### config.mk
export PLATFORM = sky130hd
export DESIGN_NAME = avcc_record_parser
export DESIGN_NICKNAME = d
export VERILOG_FILES = /design/src/rtl/core/avcc_rp_pkg.sv /design/src/rtl/core/avcc_rp_step.sv /design/src/rtl/core/avcc_rp_core.sv /design/src/rtl/core/avcc_record_parser.sv
export SDC_FILE = /design/constraint.sdc
export NUM_CORES = 1
export LEC_CHECK = 0
export ABC_AREA = 1
export BUFFER_PORTS_ARGS = -buffer_cell sky130_fd_sc_hd__buf_2
export CORE_ASPECT_RATIO = 1.1
export CORE_MARGIN = 3
export CORE_UTILIZATION = 38
export CTS_CLUSTER_SIZE = 30
export DETAILED_ROUTE_END_ITERATION = 7
export GPL_TIMING_DRIVEN = 0
export PLACE_DENSITY = 0.63
export SLEW_MARGIN = 25
export SYNTH_ARGS = -nofsm -noshare
export SYNTH_HDL_FRONTEND = slang
export SYNTH_HIERARCHICAL = 1
export SYNTH_SLANG_ARGS = --single-unit
export TNS_END_PERCENT = 30
### constraint.sdc
create_clock -name clk_i -period 3.15 [get_ports clk_i]
set_clock_uncertainty 0.05 [all_clocks]
set_input_delay 0.63 -clock clk_i [delete_from_list [all_inputs] [get_ports clk_i]]
set_output_delay 0.63 -clock clk_i [all_outputs]
set_load 0.03 [all_outputs]
### src/rtl/core/avcc_rp_pkg.sv
// types and constants shared by the avcc record parser
package avcc_rp_pkg;

  typedef enum logic [3:0] {
    PH_HEADER    = 4'd0,
    PH_SPS_HI    = 4'd1,
    PH_SPS_LO    = 4'd2,
    PH_SPS_FIRST = 4'd3,
    PH_SPS_BODY  = 4'd4,
    PH_PPS_COUNT = 4'd5,
    PH_PPS_HI    = 4'd6,
    PH_PPS_LO    = 4'd7,
    PH_PPS_FIRST = 4'd8,
    PH_PPS_BODY  = 4'd9,
    PH_TRAILER   = 4'd10,
    PH_HALT      = 4'd11
  } phase_e;

  typedef enum logic [1:0] {
    KIND_HDR = 2'd0,
    KIND_SPS = 2'd1,
    KIND_PPS = 2'd2
  } kind_e;

  typedef enum logic [1:0] {
    ST_OK          = 2'd0,
    ST_BAD_VERSION = 2'd1,
    ST_TRUNCATED   = 2'd2
  } status_e;

  localparam logic [2:0] HdrVersionPos = 3'd0;
  localparam logic [2:0] HdrLenPos     = 3'd4;
  localparam logic [2:0] HdrSpsPos     = 3'd5;
  localparam logic [7:0] VersionOne    = 8'd1;

  typedef struct packed {
    logic [7:0] data_byte;
    logic       last;
  } in_beat_t;

  typedef struct packed {
    kind_e      kind;
    logic [7:0] payload;
    logic       unit_start;
    logic       unit_end;
    logic       record_done;
    status_e    status;
    logic [2:0] length_size;
    logic [4:0] sps_total;
    logic [7:0] pps_total;
  } out_beat_t;

  typedef struct packed {
    phase_e      phase;
    logic [2:0]  header_pos;
    logic [7:0]  units_left;
    logic [15:0] bytes_left;
    logic [7:0]  length_high;
    logic [2:0]  length_size;
    logic        bad_version;
    logic [4:0]  sps_count;
    logic [7:0]  pps_count;
  } parse_state_t;

  localparam parse_state_t StateReset = '{
    phase:       PH_HEADER,
    header_pos:  3'd0,
    units_left:  8'd0,
    bytes_left:  16'd0,
    length_high: 8'd0,
    length_size: 3'd0,
    bad_version: 1'b0,
    sps_count:   5'd0,
    pps_count:   8'd0
  };

endpackage

### src/rtl/core/avcc_rp_step.sv
// next-state and result logic for one record byte
module avcc_rp_step (
  input  avcc_rp_pkg::parse_state_t cur_i,
  input  avcc_rp_pkg::in_beat_t     beat_i,
  output avcc_rp_pkg::parse_state_t nxt_o,
  output avcc_rp_pkg::out_beat_t    res_o
);
  import avcc_rp_pkg::*;

  parse_state_t nxt;
  out_beat_t    res;
  logic [7:0]   units_dec;
  logic [15:0]  len_word;
  logic [15:0]  bytes_dec;
  logic         is_pps;
  status_e      status;

  always_comb begin
    nxt       = cur_i;
    res       = '0;
    units_dec = (cur_i.units_left != 8'd0) ? (cur_i.units_left - 8'd1) : cur_i.units_left;
    len_word  = {cur_i.length_high, beat_i.data_byte};
    bytes_dec = cur_i.bytes_left - 16'd1;
    is_pps    = cur_i.phase inside {PH_PPS_HI, PH_PPS_LO, PH_PPS_FIRST, PH_PPS_BODY};
    status    = ST_OK;

    case (cur_i.phase)
      PH_HEADER: begin
        if (cur_i.header_pos == HdrVersionPos && beat_i.data_byte != VersionOne) begin
          nxt.bad_version = 1'b1;
          nxt.phase       = PH_HALT;
        end else begin
          if (cur_i.header_pos == HdrLenPos) begin
            nxt.length_size = {1'b0, beat_i.data_byte[1:0]} + 3'd1;
          end
          if (cur_i.header_pos >= HdrSpsPos) begin
            nxt.sps_count  = beat_i.data_byte[4:0];
            nxt.units_left = {3'b000, beat_i.data_byte[4:0]};
            nxt.phase      = (beat_i.data_byte[4:0] != 5'd0) ? PH_SPS_HI : PH_PPS_COUNT;
          end else begin
            nxt.header_pos = cur_i.header_pos + 3'd1;
          end
        end
      end
      PH_SPS_HI, PH_PPS_HI: begin
        nxt.length_high = beat_i.data_byte;
        nxt.phase       = is_pps ? PH_PPS_LO : PH_SPS_LO;
      end
      PH_SPS_LO, PH_PPS_LO: begin
        nxt.bytes_left = len_word;
        if (len_word == 16'd0) begin
          nxt.units_left = units_dec;
          if (is_pps) begin
            nxt.phase = (units_dec == 8'd0) ? PH_TRAILER : PH_PPS_HI;
          end else begin
            nxt.phase = (units_dec == 8'd0) ? PH_PPS_COUNT : PH_SPS_HI;
          end
        end else begin
          nxt.phase = is_pps ? PH_PPS_FIRST : PH_SPS_FIRST;
        end
      end
      PH_SPS_FIRST, PH_SPS_BODY, PH_PPS_FIRST, PH_PPS_BODY: begin
        res.kind       = is_pps ? KIND_PPS : KIND_SPS;
        res.payload    = beat_i.data_byte;
        res.unit_start = cur_i.phase inside {PH_SPS_FIRST, PH_PPS_FIRST};
        nxt.bytes_left = bytes_dec;
        if (bytes_dec == 16'd0) begin
          res.unit_end   = 1'b1;
          nxt.units_left = units_dec;
          if (is_pps) begin
            nxt.phase = (units_dec == 8'd0) ? PH_TRAILER : PH_PPS_HI;
          end else begin
            nxt.phase = (units_dec == 8'd0) ? PH_PPS_COUNT : PH_SPS_HI;
          end
        end else begin
          nxt.phase = is_pps ? PH_PPS_BODY : PH_SPS_BODY;
        end
      end
      PH_PPS_COUNT: begin
        nxt.pps_count  = beat_i.data_byte;
        nxt.units_left = beat_i.data_byte;
        nxt.phase      = (beat_i.data_byte != 8'd0) ? PH_PPS_HI : PH_TRAILER;
      end
      default: begin
      end
    endcase

    res.record_done = beat_i.last;
    if (beat_i.last) begin
      if (nxt.bad_version) begin
        status = ST_BAD_VERSION;
      end else if (nxt.phase == PH_TRAILER) begin
        status = ST_OK;
      end else begin
        status = ST_TRUNCATED;
      end
      res.status      = status;
      res.length_size = (status == ST_OK) ? nxt.length_size : 3'd0;
      res.sps_total   = nxt.sps_count;
      res.pps_total   = nxt.pps_count;
      nxt             = StateReset;
    end
  end

  assign nxt_o = nxt;
  assign res_o = res;

endmodule

### src/rtl/core/avcc_rp_core.sv
// parser state register around the per-byte step logic
module avcc_rp_core (
  input  logic                   clk_i,
  input  logic                   rst_ni,
  input  logic                   step_en_i,
  input  avcc_rp_pkg::in_beat_t  beat_i,
  output avcc_rp_pkg::out_beat_t res_o
);
  import avcc_rp_pkg::*;

  parse_state_t state_q;
  parse_state_t state_d;

  avcc_rp_step u_step (
    .cur_i  (state_q),
    .beat_i (beat_i),
    .nxt_o  (state_d),
    .res_o  (res_o)
  );

  always_ff @(posedge clk_i or negedge rst_ni) begin
    if (!rst_ni) begin
      state_q <= StateReset;
    end else if (step_en_i) begin
      state_q <= state_d;
    end
  end

endmodule

### src/rtl/core/avcc_record_parser.sv
// top level of the avcc record parser
// Takes an avcC configuration record one byte per beat, last set on its final
// byte, and returns exactly one result beat per input beat: SPS and PPS
// payload bytes tagged by kind with unit start and end marks, and on the last
// byte the status, NAL length size and unit counts. Sustained rate is one byte
// per cycle while the result is not stalled; each byte is held in the input
// register, and its result beat is loaded into the result register when that
// register is free or being taken. The rate is set by the parser state update
// between the input register and the result register. A stalled result stops
// the input register from taking a further byte once it holds one.
module avcc_record_parser (
  input  logic                   clk_i,
  input  logic                   rst_ni,
  input  logic                   in_valid_i,
  output logic                   in_stall_o,
  input  avcc_rp_pkg::in_beat_t  in_data_i,
  output logic                   out_valid_o,
  input  logic                   out_stall_i,
  output avcc_rp_pkg::out_beat_t out_data_o
);
  import avcc_rp_pkg::*;

  logic      in_valid_q;
  logic      in_valid_d;
  in_beat_t  in_beat_q;
  logic      out_valid_q;
  logic      out_valid_d;
  out_beat_t out_beat_q;
  out_beat_t step_res;
  logic      out_ready;
  logic      adv;
  logic      in_take;

  assign out_ready  = !out_valid_q || !out_stall_i;
  assign adv        = in_valid_q && out_ready;
  assign in_stall_o = in_valid_q && !out_ready;
  assign in_take    = in_valid_i && !in_stall_o;

  always_comb begin
    in_valid_d = in_valid_q;
    if (in_take) begin
      in_valid_d = 1'b1;
    end else if (adv) begin
      in_valid_d = 1'b0;
    end
    out_valid_d = out_ready ? adv : out_valid_q;
  end

  avcc_rp_core u_core (
    .clk_i     (clk_i),
    .rst_ni    (rst_ni),
    .step_en_i (adv),
    .beat_i    (in_beat_q),
    .res_o     (step_res)
  );

  always_ff @(posedge clk_i or negedge rst_ni) begin
    if (!rst_ni) begin
      in_valid_q  <= 1'b0;
      out_valid_q <= 1'b0;
    end else begin
      in_valid_q  <= in_valid_d;
      out_valid_q <= out_valid_d;
    end
  end

  always_ff @(posedge clk_i) begin
    if (in_take) begin
      in_beat_q <= in_data_i;
    end
    if (adv) begin
      out_beat_q <= step_res;
    end
  end

  assign out_valid_o = out_valid_q;
  assign out_data_o  = out_beat_q;

endmodule

; ---- After elaboration in Yosys (flattened, before gate mapping)
; Index checks and enable logic that the tools add are counted.
[totals]
register_bits = 98
input_bits = 13
out_inout_bits = 33
word_cells = 116
[op_classes]
addsub = 4
magnitude_cmp = 1
n_eq_ne = 18
muxes = 38
reduce_logical = 33
[op_table]
columns = operator, n
row1 = 2-to-1 mux 56 bit, 1
row2 = 2-to-1 mux 8 bit, 6
row3 = 2-to-1 mux 4 bit, 9
row4 = logical NOT 16 bit, 2
row5 = one-hot mux 16 bit (2 select lines), 1
row6 = one-hot mux 8 bit (4 select lines), 1
row7 = 2-to-1 mux 3 bit, 7
row8 = one-hot mux 4 bit (5 select lines), 1
row9 = "== test 4 x 3 -> 1 bit, second input constant", 4
row10 = nonzero test 8 bit, 2
row11 = "subtractor 16 x 1 -> 16 bit, second input constant", 1
row12 = "== test 4 bit, second input constant", 3
row13 = "inequality test 3 bit, second input constant", 4
row14 = 2-to-1 mux 11 bit, 1
row15 = 2-to-1 mux 5 bit, 2
row16 = nonzero test 5 bit, 2
row17 = 2-to-1 mux 9 bit, 1
row18 = "== test 4 x 2 -> 1 bit, second input constant", 2
row19 = logical NOT 8 bit, 1
row20 = 2-to-1 mux 2 bit, 4
row21 = "inequality test 8 x 1 -> 1 bit, second input constant", 1
row22 = nonzero test 2 bit, 4
row23 = "subtractor 8 x 1 -> 8 bit, second input constant", 1
row24 = AND reduction 2 bit, 3
row25 = 19 further kinds, 30

; ---- Depth between registers and ports, before layout
; Gate-level depths: netlist of run 1.
[logic_depth]
word_depth = 13
mapped_depth = 21
depth_no_buf = 21

; ---- By module
; Netlist of run 1, hierarchy kept.
[modules_own_cells]
columns = mod, n_inst, cells_each, area_each_um2, seq_area_each_um2
row1 = avcc_rp_step, 1, 593, 2905.3, 0.0
row2 = avcc_rp_core, 1, 237, 2150.8, 1401.3
row3 = avcc_record_parser, 1, 52, 1296.2, 1251.2

; ---- Least setup slack after synthesis of run 1
; Ideal clock, no wire load.
[synth_path]
path_kind = input to register
start = in out_stall_i
end = reg u_core/state_q[34] in the netlist's numbering
setup_ns = 0.065
arrival_time_ns = 2.897
slack_ns = 0.138
path_stages = 5
n_path_buf = 2
cell_sequence = a21oi_1 -> buf_4 -> buf_6 -> nand2_1 -> nand2_1
[synth_between]
elab_chain_len = 4
[synth_rtl]
columns = element, line
row1 = from (decl), avcc_record_parser.sv:18  ; input logic out_stall_i,
row2 = logical NOT 1 bit, avcc_record_parser.sv:34  ; assign out_ready = !out_valid_q || !out_stall_i;
row3 = logical OR 1 bit, avcc_record_parser.sv:34
row4 = logical AND 1 bit, avcc_record_parser.sv:35  ; assign adv = in_valid_q && out_ready;
row5 = AND reduction 2 bit (no source line), n/a
row6 = to (signal assigned), avcc_rp_core.sv:23  ; state_q <= StateReset;
row7 = to (signal assigned), avcc_rp_core.sv:25  ; state_q <= state_d;
row8 = to (decl), avcc_rp_core.sv:11  ; parse_state_t state_q;
; No other way between the ends.
; A chain may end at the register's enable or synchronous reset.

; ---- Worst setup path after layout of run 1
[layout_path]
start = reg u_core/state_q[41] in the netlist's numbering
end = reg out_beat_q (netlist bit out_data_o[17]), data pin
[layout_between]
elab_chain_len = 11
[layout_rtl]
columns = element, line
row1 = subtractor 8 x 1 -> 8 bit or nonzero test 8 bit (tied branches), avcc_rp_step.sv:21  ; units_dec = (cur_i.units_left != 8'd0) ? (cur_i.units_left - 8'd1) : cur_i.units_left;
row2 = 2-to-1 mux 8 bit *, avcc_rp_step.sv:21
row3 = logical NOT 8 bit *, n/a
row4 = 2-to-1 mux 3 bit or 2-to-1 mux 4 bit (tied branches), n/a
row5 = 2-to-1 mux 4 bit *, "avcc_rp_step.sv:53, avcc_rp_step.sv:70"
row6 = "2-to-1 mux 4 bit, on equally long branches", "avcc_rp_step.sv:67, avcc_rp_step.sv:51"
row7 = one-hot mux 4 bit (5 select lines) *, avcc_rp_step.sv:27  ; case (cur_i.phase)
row8 = == test 4 bit *, avcc_rp_step.sv:92  ; end else if (nxt.phase == PH_TRAILER) begin
row9 = 2-to-1 mux 2 bit *, avcc_rp_step.sv:92
row10 = 2-to-1 mux 2 bit *, avcc_rp_step.sv:90  ; if (nxt.bad_version) begin
row11 = 2-to-1 mux 2 bit *, avcc_rp_step.sv:89  ; if (beat_i.last) begin
row12 = to (signal assigned), avcc_record_parser.sv:72  ; out_beat_q <= step_res;
row13 = to (decl), avcc_record_parser.sv:28  ; out_beat_t out_beat_q;
; Every way passes the cells marked *; elsewhere a longest branch is shown, timed or not. The select of a mux whose other input is x is not followed.

==> results.md, run 1 <==
| Metric | Reported | Unit |
| --- | --- | --- |
| Run status | finished clean | - |
| Leakage power total | 3.67 | nW |
| TritonCTS Buffers | 9 | - |
| Crit path cell chain | inv_4 -> ha_4 -> inv_4 -> nor3_4 -> nand4_1 -> buf_4 -> nor2_4 -> xor2_1 -> nor3_4 -> ha_1 -> nand2_1 -> nand3_1 -> nor2_1 -> nand3_1 -> nand2_2 -> nand3_4 -> nand2_2 -> inv_2 | - |
| Number of placed I/O pins | 46 | - |
| Detailed-routing iteration count for the pre-antenna-repair pass | 5 | - |
| Fraction of the mapped netlist area in compound gates | 0.0815 | - |
| Clock tree from TritonCTS | done | - |
| Clock insertion delay at the later pin of the skew report | 0.36 | ns |
| Mean area per synthesized cell | 7.20 | sq um |
| RSZ-0062 raised after global routing | yes | - |
| Final Critical Period | 3.07 | ns |
| Portion of the post-synthesis area used by sequential elements | 0.418 | - |
| Count of routing violations after the opening detailed-route iteration | 394 | - |
| Routability congestion estimate | 0.926 | - |
| Fraction of the core area covered by cells at the end of the flow | 0.459 | - |
| Area used by sequential logic in the layout | 2660 | sq um |
| Vias per Instance | 5.08 | - |
| Slowest library cell on the worst path | dfrtp_1 | - |
| Final number of max-transition violations | 0 | - |
| Max clock buf depth | 2 | - |
| Worst path bufs/invs | 4 | - |
| DRT antenna net count | 0 | - |
| Reported net switching power | 0.00413 | W |
| Adder-cell share of the synthesized area | 0.0217 | - |
| Ratio of cells with drive above 1 in the final layout | 0.187 | - |
| Max-capacitance violation count | 0 | - |
| Crit path capture type | register | - |
| Async S/R FF share, synth | 0.592 | - |
| Data arrival time of the critical path | 3.15 | ns |
| Power Dens Cells | 1080 | nW/um^2 |
| Final Hold Slack | 0.0699 | ns |
| Power share of the sequential group | 0.248 | - |
| Placeable Area | 16,000 | sq um |
| Dominant delay contributor by cell family on the critical path | simple AND/OR/NAND/NOR gates | - |
| Width of the chip | 129 | um |
| Slew @ Worst Pin | 0.752 | ns |
| Final design area excluding fillers | 7350 | sq um |
| Simple-gate share of the synthesized area | 0.382 | - |
| Area used by multi-input combinational logic | 3240 | sq um |
| # setup viols final | 0 | - |
| WL per Instance | 15.5 | um |
| Sum of negative setup slack | 0 | ns |
| Overflow left after global routing | 0 | - |
| Global-route wire length before repair | 28,900 | um |
| Final hold violation count | 0 | - |
| Number of buffers added on ports | 45 | - |
| Layout net count | 975 | - |
| Largest net degree at the start of global routing | 49 | - |
| Setup CP Type | reg2reg | - |
| Post-synth cell types | 39 | - |
| Number of global-route vias before repair | 5,573 | - |
| Dominant combinational cell family by area after synthesis | simple AND/OR/NAND/NOR gates | - |
| Top achievable clock speed | 0.326 | GHz |
| CTS Sinks | 98 | - |
| Worst relative slew slack | 0.499 | - |
| Netlist Area Pre-Place | 6350 | sq um |
| Sort of element at the start of the critical path | register | - |
| Total wirelength of the detailed-routed design | 17,900 | um |
| Switching fraction of total power | 0.518 | - |
| CTS root buf | clkbuf_16 | - |
| Final setup slack of the worst path | 0.0802 | ns |
| Multiplexer area fraction after synthesis | 0.00355 | - |
| Internal power of the cells | 0.00384 | W |
| Initial cell density of the core | 0.396 | - |
| Yosys warning total | 6 | - |
| Number of H-tree branching levels | 3 | - |
| Vias | 5,874 | - |
| CP max FO | 4 | - |
| Fraction of synthesized cell area in xor and xnor cells | 0.00827 | - |
| Seq cells post-synth | 98 | - |
| Number of antenna violations at the first check in global routing | 0 | - |
| Die Y-Extent | 142 | um |
| Number of inserted diodes | 0 | - |
| Number of synthesized flops with an enable pin | 40 | - |
| Fill cell instance count of the final layout | 1,631 | - |
| Minimum setup slack after placement | -0.308 | ns |
| Clock power share | 0.135 | - |
| Area growth syn-to-layout | 15.8 | % |
| DRC errors left | 0 | - |
| Final worst-path cycle share | 0.975 | - |
| Path category of the worst min-delay check | in2async | - |
| Predominant post-synthesis flop cell | dfrtp_1 | - |
| Overall track demand over capacity in global routing | 0.202 | - |
| Relative contribution of combinational cells to total power | 0.618 | - |
| Synthesized net count | 906 | - |
| Maximum single-stage delay on the critical path | 0.41 | ns |
| Worst IR Drop VDD | 0.000378 | V |
| Worst-path clk slew | 0.07 | ns |
| Die Area | 18,300 | sq um |
| Detailed placement HPWL | 12,900 | um |
| CP required | 3.23 | ns |
| Area post-placement | 6900 | sq um |
| Number of placement rows | 48 | - |
| Gate count after technology mapping | 882 | - |
[per-stage QoR]
stage | instances | power, W
after CTS | 1146 | 0.00766
after global routing | 1156 | 0.00873
after global placement | 1127 | 0.00642
final | 1156 | 0.00797
after detailed placement | 1129 | 0.00650
after floorplan | 882 | 0.00548
[layout by cell type, fill, tap and decap left out, types with 9 or more instances in the layout]
cell / Yosys / final
nor2_2: 17 / 18
nand3_1: 41 / 40
buf_4: 3 / 15
nand2_1: 340 / 339
nand2_2: 16 / 17
inv_2: 7 / 9
buf_6: 9 / 9
o21ai_0: 26 / 25
buf_2: 10 / 54
clkbuf_16: 0 / 9
inv_1: 79 / 75
dfrtp_1: 58 / 56
edfxtp_1: 40 / 40
ha_1: 11 / 9
a31oi_1: 15 / 15
a21oi_1: 33 / 31
nor2_1: 97 / 95
[synthesized netlist by cell type (3+ instances only)]
library cell  number  share of area
buf_6              9          0.016
nor2_2            17          0.017
a31oi_1           15          0.015
nand3b_1           6         0.0071
nand4_1            8         0.0079
clkinv_1           3         0.0018
nand2_1          340           0.20
inv_2              7         0.0041
a211oi_1           3         0.0035
a21oi_1           33          0.026
clkbuf_1           8         0.0047
nor2_4             5         0.0089
nand3_1           41          0.032
ha_1              11          0.022
inv_1             79          0.047
nand2_2           16          0.016
buf_2             10         0.0079
o21ai_0           26          0.020
edfxtp_1          40           0.19
nor3_1             4         0.0032
o21ai_1            9         0.0071
nor2_1            97          0.057
xor2_1             6         0.0083
buf_4              3         0.0035
dfrtp_1           58           0.23
nand3_2            7          0.011
nand2_4            4         0.0071
[logic make-up after synthesis]
logic type | Yosys count
AOI/OAI and AO/OA | 93
xor gates and xnor gates | 6
adders and majority gates | 11
buffers and inverters | 121
DFF | 98
muxes | 2
and+or+nand+nor | 551
[final timing paths]
| check | startpoint | endpoint | slack, ns | depth (start not counted) |
|---|---|---|---|---|
| setup / recovery | u_core/state_q[41] | out_data_o[17] | 0.08 | 18 |
| hold / removal | rst_ni | u_core/state_q[36] | 0.07 | 1 |
| setup reg to reg | u_core/state_q[41] | out_data_o[17] | 0.08 | 18 |
| hold reg to reg | u_core/state_q[1] | u_core/state_q[1] | 0.43 | 2 |
| max in group asynchronous | rst_ni | u_core/state_q[55] | 2.47 | 2 |
| min in group clk_i | in_data_i[5] | in_beat_q[5] | 0.39 | 1 |
[layout make-up]
cell class | count | share of cell area
Buffer | 32 | 0.0288
Clock buffer | 9 | 0.0306
Clock inverter | 7 | 0.00817
Inverter | 89 | 0.0465
Multi-Input combinational cell | 663 | 0.441
Sequential cell | 98 | 0.361
Tap cell | 200 | 0.0340
Timing Repair Buffer | 58 | 0.0497
[metal layers]
| metal | track usage | up-vias | routed length (um) |
|---|---|---|---|
| met3 | 0.0316 | 32 | 947 |
| met4 | 0.0813 | 0 | 486 |
| met1 | 0.278 | 2737 | 8000 |
| li1 | - | 2944 | - |
| met2 | 0.318 | 161 | 8460 |
| met5 | 0 | - | 0 |
[power by group through the flow]
stage	logic [W]	registers, W	clock network [W]
after floorplan	0.00346	0.00202	0
after global placement	0.00444	0.00198	0
after detailed placement	0.00451	0.00198	0
after CTS	0.00459	0.00197	0.00110
after global routing	0.00555	0.00202	0.00116
final	0.00492	0.00197	0.00107
[state kept, by name, summed over array words and instances (netlist names)]
register        flops
u_core/state_q     56
out_data_o         31
in_beat_q           9
in_valid_q          1
out_valid_o         1
[worst reg2reg max path: stages, from the launching register on]
cell and delay [ns]:
dfrtp_1 0.41, inv_4 0.10, ha_4 0.15, inv_4 0.04
nor3_4 0.20, nand4_1 0.16, buf_4 0.18, nor2_4 0.15
xor2_1 0.32, nor3_4 0.09, ha_1 0.32, nand2_1 0.07
nand3_1 0.06, nor2_1 0.11, nand3_1 0.11, nand2_2 0.12
nand3_4 0.09, nand2_2 0.07, inv_2 0.03
[timing repair]
action	4_1_cts	5_1_grt
setup buffers	1	10
pin swaps	2	12
gates resized for setup	8	20
hold buffers	0	0
setup endpoints to repair	5	5
(Power assumes the default switching activity.)
==> run 2, diff against run 1 <==
--- a/config.mk
+++ b/config.mk
@@ -6,14 +6,14 @@
 export NUM_CORES = 1
 export LEC_CHECK = 0
 export ABC_AREA = 1
-export BUFFER_PORTS_ARGS = -buffer_cell sky130_fd_sc_hd__buf_2
 export CORE_ASPECT_RATIO = 1.1
 export CORE_MARGIN = 3
 export CORE_UTILIZATION = 38
 export CTS_CLUSTER_SIZE = 30
 export DETAILED_ROUTE_END_ITERATION = 7
+export DONT_BUFFER_PORTS = 1
 export GPL_TIMING_DRIVEN = 0
-export PLACE_DENSITY = 0.63
+export PLACE_DENSITY = 0.6
 export SLEW_MARGIN = 25
 export SYNTH_ARGS = -nofsm -noshare
 export SYNTH_HDL_FRONTEND = slang
==> run 2 against run 1 <==
- highest routed layer unchanged
- flip-flop and latch count is the same
- core utilization shrank 1.4 points
- final area shrank 3.1%
- register-to-register slack gained 0.02 ns
==> results.md, run 2 (synthesis gave the netlist of run 1 again) <==
| Metric | Reported | Unit |
| --- | --- | --- |
| Clock power share | 0.147 | - |
| Power share of the sequential group | 0.264 | - |
| Number of flip-flops in the largest register | 56 | - |
| Number of cells on the worst reg-to-reg path | 19 | - |
| Max-capacitance violation count | 0 | - |
| Layout net count | 927 | - |
| Number of placement rows | 48 | - |
| Placeable Area | 16,000 | sq um |
| Most used routing layer in global routing | met2 | - |
| Met2 track demand over resource in global routing | 0.302 | - |
| DP Cell Count | 1,083 | - |
| Vias | 5,705 | - |
| Number of buffers added on ports | 0 | - |
| RSZ-0062 raised after global routing | yes | - |
| Detailed placement HPWL | 12,400 | um |
| Number of placed I/O pins | 46 | - |
| Area growth syn-to-layout | 12.2 | % |
| WL per Instance | 15.9 | um |
| Met3 track demand over resource | 0.0324 | - |
| Number of global-route vias before repair | 5,222 | - |
| Max clock buf depth | 2 | - |
| Ratio of cells with drive above 1 in the final layout | 0.144 | - |
| Internal power of the cells | 0.00386 | W |
| Relative contribution of combinational cells to total power | 0.589 | - |
| Detailed-routing iteration count for the pre-antenna-repair pass | 5 | - |
| Number of antenna violations at the first check in global routing | 0 | - |
| Reg with most FFs | u_core/state_q | - |
| Run status | finished clean | - |
| Most frequent cells in the layout | 338 x nand2_1, 96 x nor2_1, 76 x inv_1, 56 x dfrtp_1 | - |
| Worst relative slew slack | 0.488 | - |
| Beginning of the worst register-to-register path | u_core/state_q[41] | - |
| Number of inserted diodes | 0 | - |
| Global-route wire length before repair | 28,000 | um |
| Worst path bufs/invs | 4 | - |
| Final hold violation count | 0 | - |
| Final non-filler cell total | 1,108 | - |
| CTS root buf | clkbuf_16 | - |
| Power Dens Cells | 1120 | nW/um^2 |
| Crit path cell chain | inv_4 -> ha_4 -> inv_4 -> nor3_4 -> nand4_1 -> inv_2 -> nand2_4 -> o21ai_4 -> nand3_2 -> nor3_4 -> ha_1 -> nand2_1 -> nand3_1 -> nor2_1 -> nand3_1 -> nand2_2 -> nand3_4 -> nand2_2 -> inv_2 | - |
| Minimum setup slack after placement | -0.356 | ns |
| Final worst-path cycle share | 0.967 | - |
| Area post-placement | 6640 | sq um |
| Fill cell instance count of the final layout | 1,619 | - |
| Final design area excluding fillers | 7130 | sq um |
| Worst IR Drop VDD | 0.000380 | V |
| Met1 usage | 0.278 | - |
| CTS Sinks | 98 | - |
| Vias per Instance | 5.15 | - |
| Slew @ Worst Pin | 0.768 | ns |
| Maximum single-stage delay on the critical path | 0.43 | ns |
| Number of H-tree branching levels | 3 | - |
| Path category of the worst min-delay check | in2async | - |
| TritonCTS Buffers | 9 | - |
| Sort of element at the start of the critical path | register | - |
| Reg-to-reg endpoint | out_data_o[17] | - |
| Setup CP Type | reg2reg | - |
| Final number of max-transition violations | 0 | - |
| CP max FO | 5 | - |
| Clock insertion delay at the later pin of the skew report | 0.36 | ns |
| Slowest library cell on the worst path | dfrtp_1 | - |
| Die Area | 18,300 | sq um |
| Final Critical Period | 3.05 | ns |
| Largest net degree at the start of global routing | 59 | - |
| Data arrival time of the critical path | 3.12 | ns |
| Switching fraction of total power | 0.516 | - |
| Clock tree from TritonCTS | done | - |
| Initial cell density of the core | 0.396 | - |
| Worst-path clk slew | 0.08 | ns |
| # setup viols final | 0 | - |
| Routability congestion estimate | 0.947 | - |
| Die Y-Extent | 142 | um |
| Overflow left after global routing | 0 | - |
| Overall track demand over capacity in global routing | 0.195 | - |
| Leading cell type in the layout, fill and taps excluded | nand2_1 | - |
| Top achievable clock speed | 0.328 | GHz |
| Crit path capture type | register | - |
| Reported net switching power | 0.00412 | W |
| Total wirelength of the detailed-routed design | 17,600 | um |
| Leakage power total | 3.49 | nW |
| Width of the chip | 129 | um |
| DRC errors left | 0 | - |
| Dominant delay contributor by cell family on the critical path | simple AND/OR/NAND/NOR gates | - |
| CP required | 3.23 | ns |
| Final setup slack of the worst path | 0.103 | ns |
| Reg-to-reg slack, setup | 0.10 | ns |
| Final Hold Slack | 0.0710 | ns |
| Count of routing violations after the opening detailed-route iteration | 485 | - |
| DRT antenna net count | 0 | - |
==> run 2: cell types whose count changed in the layout (fill, tap and decap cells not counted), sizes merged <==
cell / previous run / this run
inv: 91 / 93
buf: 82 / 34
clkinv: 4 / 2
clkinvlp: 1 / 0
bufinv: 0 / 1
==> run 2: power by group through the flow <==
stage                     sequential [W]  combinational [W]  clock [W]
after global routing             0.00215            0.00527    0.00125
after floorplan                  0.00202            0.00346          0
after global placement           0.00212            0.00425          0
final                            0.00210            0.00470    0.00117
after CTS                        0.00210            0.00438    0.00121
after detailed placement         0.00212            0.00430          0
==> run 2: layout make-up <==
cell class / instances / area, sq um / area share
Buffer: 32 / 211 / 0.0297
Clock buffer: 9 / 225 / 0.0316
Clock inverter: 7 / 81.3 / 0.0114
Inverter: 89 / 342 / 0.0479
Multi-Input combinational cell: 663 / 3250 / 0.456
Sequential cell: 98 / 2660 / 0.373
Tap cell: 200 / 250 / 0.0351
Timing Repair Buffer: 10 / 115 / 0.0162
==> run 2: worst reg2reg max path, stage by stage (launching register included) <==
cell and delay [ns]:
dfrtp_1 0.43, inv_4 0.10, ha_4 0.14, inv_4 0.04, nor3_4 0.19, nand4_1 0.20
inv_2 0.12, nand2_4 0.08, o21ai_4 0.19, nand3_2 0.13, nor3_4 0.22, ha_1 0.27
nand2_1 0.07, nand3_1 0.06, nor2_1 0.11, nand3_1 0.12, nand2_2 0.12, nand3_4 0.09
nand2_2 0.07, inv_2 0.03
==> run 2: layer usage <==
layer  wire [um]  vias to the layer above
li1            -                     2856
met1        8300                     2663
met2        7990                      163
met3         959                       23
met4         333                        0
met5           0                        -
==> run 2: worst max-delay path by stage <==
| stage | from | endpoint | cells past startpoint |
|---|---|---|---|
| finish | u_core/state_q[41] | out_data_o[17] | 19 |
| global route | u_core/state_q[41] | out_data_o[17] | 19 |
| CTS | u_core/state_q[42] | out_data_o[17] | 19 |
| detailed placement | u_core/state_q[41] | out_data_o[17] | 19 |
| global placement | out_valid_o | u_core/state_q[31] | 5 |
| floorplan | out_stall_i | u_core/state_q[34] | 5 |
==> run 2: stage by stage <==
stage,utilization,TNS (ns),total power (W)
2_1_floorplan,-,0,0.00548
3_3_place_gp,0.412,-60.57,0.00638
3_5_place_dp,0.414,-1.18,0.00641
4_1_cts,0.436,0,0.00768
5_1_grt,0.444,-0.176,0.00868
6_report,0.444,0,0.00798
==> run 2: timing repair <==
action | in CTS | in global routing
hold endpoints to repair | 58 | 0
setup buffers | 0 | 8
gates resized for setup | 7 | 21
hold buffers | 1 | 0
setup endpoints to repair | 5 | 5
pin swaps | 2 | 12
